[src/rpa_pkg.sv]
// Shared types, codes and default sizes for the reference-counted page allocator.
package rpa_pkg;

  // Default sizes of the page tables.
  localparam int NUM_PAGES_DEF  = 1024;
  localparam int PAGE_SHIFT_DEF = 12;
  localparam int COUNT_BITS_DEF = 16;

  // Fixed field widths of the beats.
  localparam int CMD_W    = 3;
  localparam int ADDR_W   = 32;
  localparam int COUNT_W  = 16;
  localparam int STATUS_W = 3;

  // Command codes.
  typedef enum logic [CMD_W-1:0] {
    CMD_ADD_FREE     = 3'd0,
    CMD_ADD_RESERVED = 3'd1,
    CMD_ALLOCATE     = 3'd2,
    CMD_REFERENCE    = 3'd3,
    CMD_UNREFERENCE  = 3'd4
  } cmd_t;

  // Result status codes.
  typedef enum logic [STATUS_W-1:0] {
    ST_OK       = 3'd0,
    ST_EXISTS   = 3'd1,
    ST_FAULT    = 3'd2,
    ST_EMPTY    = 3'd3,
    ST_OVERFLOW = 3'd4
  } status_t;

  // Controller states.
  typedef enum logic [1:0] {
    S_CLEAR,
    S_IDLE,
    S_EXEC
  } state_t;

  // Controller to datapath commands.
  typedef struct packed {
    logic clear_we;  // write zero to the count entry under the sweep pointer
    logic load;      // take an input beat and start the table reads
    logic commit;    // write the tables and load the result register
  } ctrl_cmd_t;

  // Datapath to controller status.
  typedef struct packed {
    logic clear_done;  // sweep pointer is at the last entry
    logic out_free;    // result register can take a new beat this cycle
  } dp_status_t;

endpackage

[src/rpa_ctrl.sv]
// Controller state machine: clearing sweep, beat acceptance and commit sequencing.
module rpa_ctrl (
  input  logic                clk,
  input  logic                rst,
  input  logic                in_valid,
  output logic                in_stall,
  input  rpa_pkg::dp_status_t dp_status,
  output rpa_pkg::ctrl_cmd_t  ctrl_cmd
);
  import rpa_pkg::*;

  state_t state;
  state_t state_next;

  // State register.
  always_ff @(posedge clk) begin
    if (rst) begin
      state <= S_CLEAR;
    end else begin
      state <= state_next;
    end
  end

  // Next state and command outputs.
  always_comb begin
    state_next = state;
    ctrl_cmd   = '0;
    in_stall   = 1'b1;
    unique case (state)
      S_CLEAR: begin
        ctrl_cmd.clear_we = 1'b1;
        if (dp_status.clear_done) begin
          state_next = S_IDLE;
        end
      end
      S_IDLE: begin
        in_stall = 1'b0;
        if (in_valid) begin
          ctrl_cmd.load = 1'b1;
          state_next    = S_EXEC;
        end
      end
      S_EXEC: begin
        if (dp_status.out_free) begin
          ctrl_cmd.commit = 1'b1;
          state_next      = S_IDLE;
        end
      end
      default: begin
        state_next = S_CLEAR;
      end
    endcase
  end

endmodule

[config.mk]
export PLATFORM = sky130hd
export DESIGN_NAME = rpa_ctrl
export DESIGN_NICKNAME = d
export VERILOG_FILES = /design/src/rpa_pkg.sv /design/src/rpa_ctrl.sv
export SDC_FILE = /design/constraint.sdc
export NUM_CORES = 1
export LEC_CHECK = 0
export BUFFER_PORTS_ARGS = -buffer_cell sky130_fd_sc_hd__buf_2
export CAP_MARGIN = 0
export CELL_PAD_IN_SITES_DETAIL_PLACEMENT = 1
export CELL_PAD_IN_SITES_GLOBAL_PLACEMENT = 2
export CORE_AREA = 2 2 39 41
export DETAILED_ROUTE_END_ITERATION = 8
export DIE_AREA = 0 0 41 43
export PLACE_DENSITY_LB_ADDON = 0.1
export RECOVER_POWER = 50
export SKIP_CTS_REPAIR_TIMING = 1
export SKIP_LAST_GASP = 1
export SLEW_MARGIN = 15
export SYNTH_ARGS = -nofsm -noshare
export SYNTH_HDL_FRONTEND = slang
export SYNTH_SLANG_ARGS = --single-unit
[constraint.sdc]
create_clock -name clk -period 1.51 [get_ports clk]
set_clock_uncertainty 0.15 [all_clocks]
set_input_delay 0.2265 -clock clk [delete_from_list [all_inputs] [get_ports clk]]
set_output_delay 0.2265 -clock clk [all_outputs]
set_load 0.03 [all_outputs]
==> impl_metrics.toml <==
[finish]
final_layout_size_suffix_gt1_frac = 0.500
n_antenna_cell = 0
top_register = "state"
layout.cells.non_filler = 40
final_cell_area_um2 = 199
top_regs = "state x2"
area_growth_pct = 71.0
n_fill_cell = 173
multi_input_comb_area_um2 = 72.6
largest_reg_flops = 2
post-route-util = 0.144
net_count_reported_at_finish = 31
final-seq-area_um2 = 40.0

[grt]
grt_first_pass_wirelength_um = 531
pin_count_of_the_biggest_net_entering_global_routing = 8
initial_antenna_violation_count = 0
grt_pass1_vias = 147
grt_usage = 0.0540
overflow = 0

[yosys]
syn-cell-area_um2 = 116
synth_warnings = 0
synth_largest_area_cell = "dfxtp_1"
syn-num-nets = 18
share_of_yosys_cell_area_claimed_by_the_top_area_cell_type = 0.344
synthTopCellsByArea = "dfxtp_1 (34%), a311oi_2 (13%), nand2b_1 (11%), o21ba_1 (8.6%), and3b_1 (7.5%)"
primary_ff_master_synth = "dfxtp_1"
post_synth_edffs = 0
yosysSeqAreaShare = 0.344
mapped_cells = 13
synth_commonest_cells = "dfxtp_1 (2), nand2b_1 (2), nor2_1 (2)"
asyncSetResetFlopFracSynth = 0
synth_cell_types = 10
yosys_reg_bits = 2
avgSynthCellArea_um2 = 8.95

[detailed_routing]
dr.first_iter.drc_count = 2
routed_wl_um = 351
wl_per_cell_um = 8.78
drcViolationCount = 0
routed-via-count = 129
detailedRoute.firstPassIterationCount = 2
vias_per_cell = 3.23
route.antenna.remaining_nets = 0

[timing]
setup_total_negative_slack_ns = 0
max_slew.worst_pin.slew_ns = 0.217
finalHoldViolCount = 0
timing.final.crit_period_ns = 1.43
final-setup-viol-count = 0
worst_slew_margin_rel = 0.855
max_clock_freq_mhz = 701
timing_max_transition_violations_final = 0
grt_setup_unrepaired = "false"
min_period_over_period = 0.944
whs_ns = 0.0357

[worst_setup_path]
crit_arrival_ns = 1.05
crit_path_max_fanout = 7
timing.critical_path.to_type = "output pin"
critPathKind = "reg2out"
setup.worst_path.start = "state[0]"
worst-endpoint-required_ns = 1.13
cp-start-kind = "flop"
rr_startpoint = "state[1]"

[power]
power.leakage_nw = 0.100
power_frac_comb = 0.209
internal-power_w = 0.000164
p_switching_w = 0.0000649
vdd_ir_drop_max_mv = 0.190
power_frac_clock = 0.511
cellPowerDensity_mw_per_mm2 = 1150
p_sw_frac = 0.283
power_frac_seq = 0.280

[run_status]
result_of_the_run = "finished clean"

[cts]
htreeDepth = 1
clkSlewWorstSetupHoldPaths_ns = 0.03
cts_root_buf = "clkbuf_4"
cts_inserted_buffers = 3
cts_tree = "done"
clk_path_buf_depth = 2
clkSinkCount = 2
clock_latency_at_the_later_pin_of_the_worst_skew_pair_ns = 0.22

[floorplan]
rows = 14
initial_utilization = 0.0841
floorplan.die.height_um = 43
dieArea_mm2 = 0.00176
design.core.area_mm2 = 0.00138
num_io_pins = 9
die_x_um = 41

[placed_design]
number_of_port_buffers = 8
placed_cell_area_um2 = 176
count_of_placed_standard_cells_including_taps = 37
gpl.final_weighted_congestion = 0.572

[worst_hold_path]
hold_class = "in2reg"
hold_path_origin = "rst"

[flow_run]
maxCapViolCount = 0
[critical path, stage by stage, from the launching register on]
cell and delay, ns:
dfxtp_1 0.42, and3b_1 0.21, buf_2 0.20
[path summary, 6_finish.rpt]
check                                    to  slack (ns)  cells past startpoint
worst max-delay path            ctrl_cmd[1]        0.08                      2
worst max register to register     state[1]        0.46                      2
worst min-delay path               state[0]        0.04                      2
worst min register to register     state[0]        0.42                      2
[layout make-up]
class,count,area share
Sequential cell,2,0.201
Timing Repair Buffer,8,0.201
Multi-Input combinational cell,10,0.365
Inverter,1,0.0189
Tap cell,16,0.101
Clock buffer,3,0.113
[metal layers]
metal  up-vias  track usage  wire (um)
li1         67            -          -
met1        53       0.0413        122
met2         7       0.0719        173
met3         2       0.0157         38
met4         0        0.100         17
met5         -            0          0
[power by group through the flow]
| stage | Combinational [W] | Sequential [W] | Clock [W] |
|---|---|---|---|
| 4_1_cts | 0.0000489 | 0.0000647 | 0.000125 |
| 6_report | 0.0000479 | 0.0000641 | 0.000117 |
| 3_3_place_gp | 0.0000490 | 0.0000662 | 0 |
| 3_5_place_dp | 0.0000489 | 0.0000654 | 0 |
| 2_1_floorplan | 0.0000333 | 0.0000628 | 0 |
| 5_1_grt | 0.0000520 | 0.0000655 | 0.000125 |
[kinds of logic after synthesis]
logic type	after synthesis	share of synthesized area
AOI/OAI and AO/OA	3	0.280
buffers and inverters	1	0.0322
DFF	2	0.344
and+or+nand+nor	7	0.344
[through the flow]
step / worst slack, ns / power (W)
after floorplan: 0.268 / 0.0000961
after detailed placement: 0.285 / 0.000114
after global routing: 0.00389 / 0.000242
final: 0.0845 / 0.000229
after global placement: 0.269 / 0.000115
after CTS: 0.0473 / 0.000238
[cell usage in the layout, fill, tap and decap left out]
cell type	netlist	layout
o21a_1	1	1
nor3b_1	1	1
and3b_1	1	1
inv_1	1	1
o21ba_1	1	1
buf_2	0	8
dfxtp_1	2	2
nor2_1	2	2
a311oi_2	1	1
nand2_1	1	1
clkbuf_4	0	3
nand2b_1	2	2
Power figures use the tool's default switching activity.
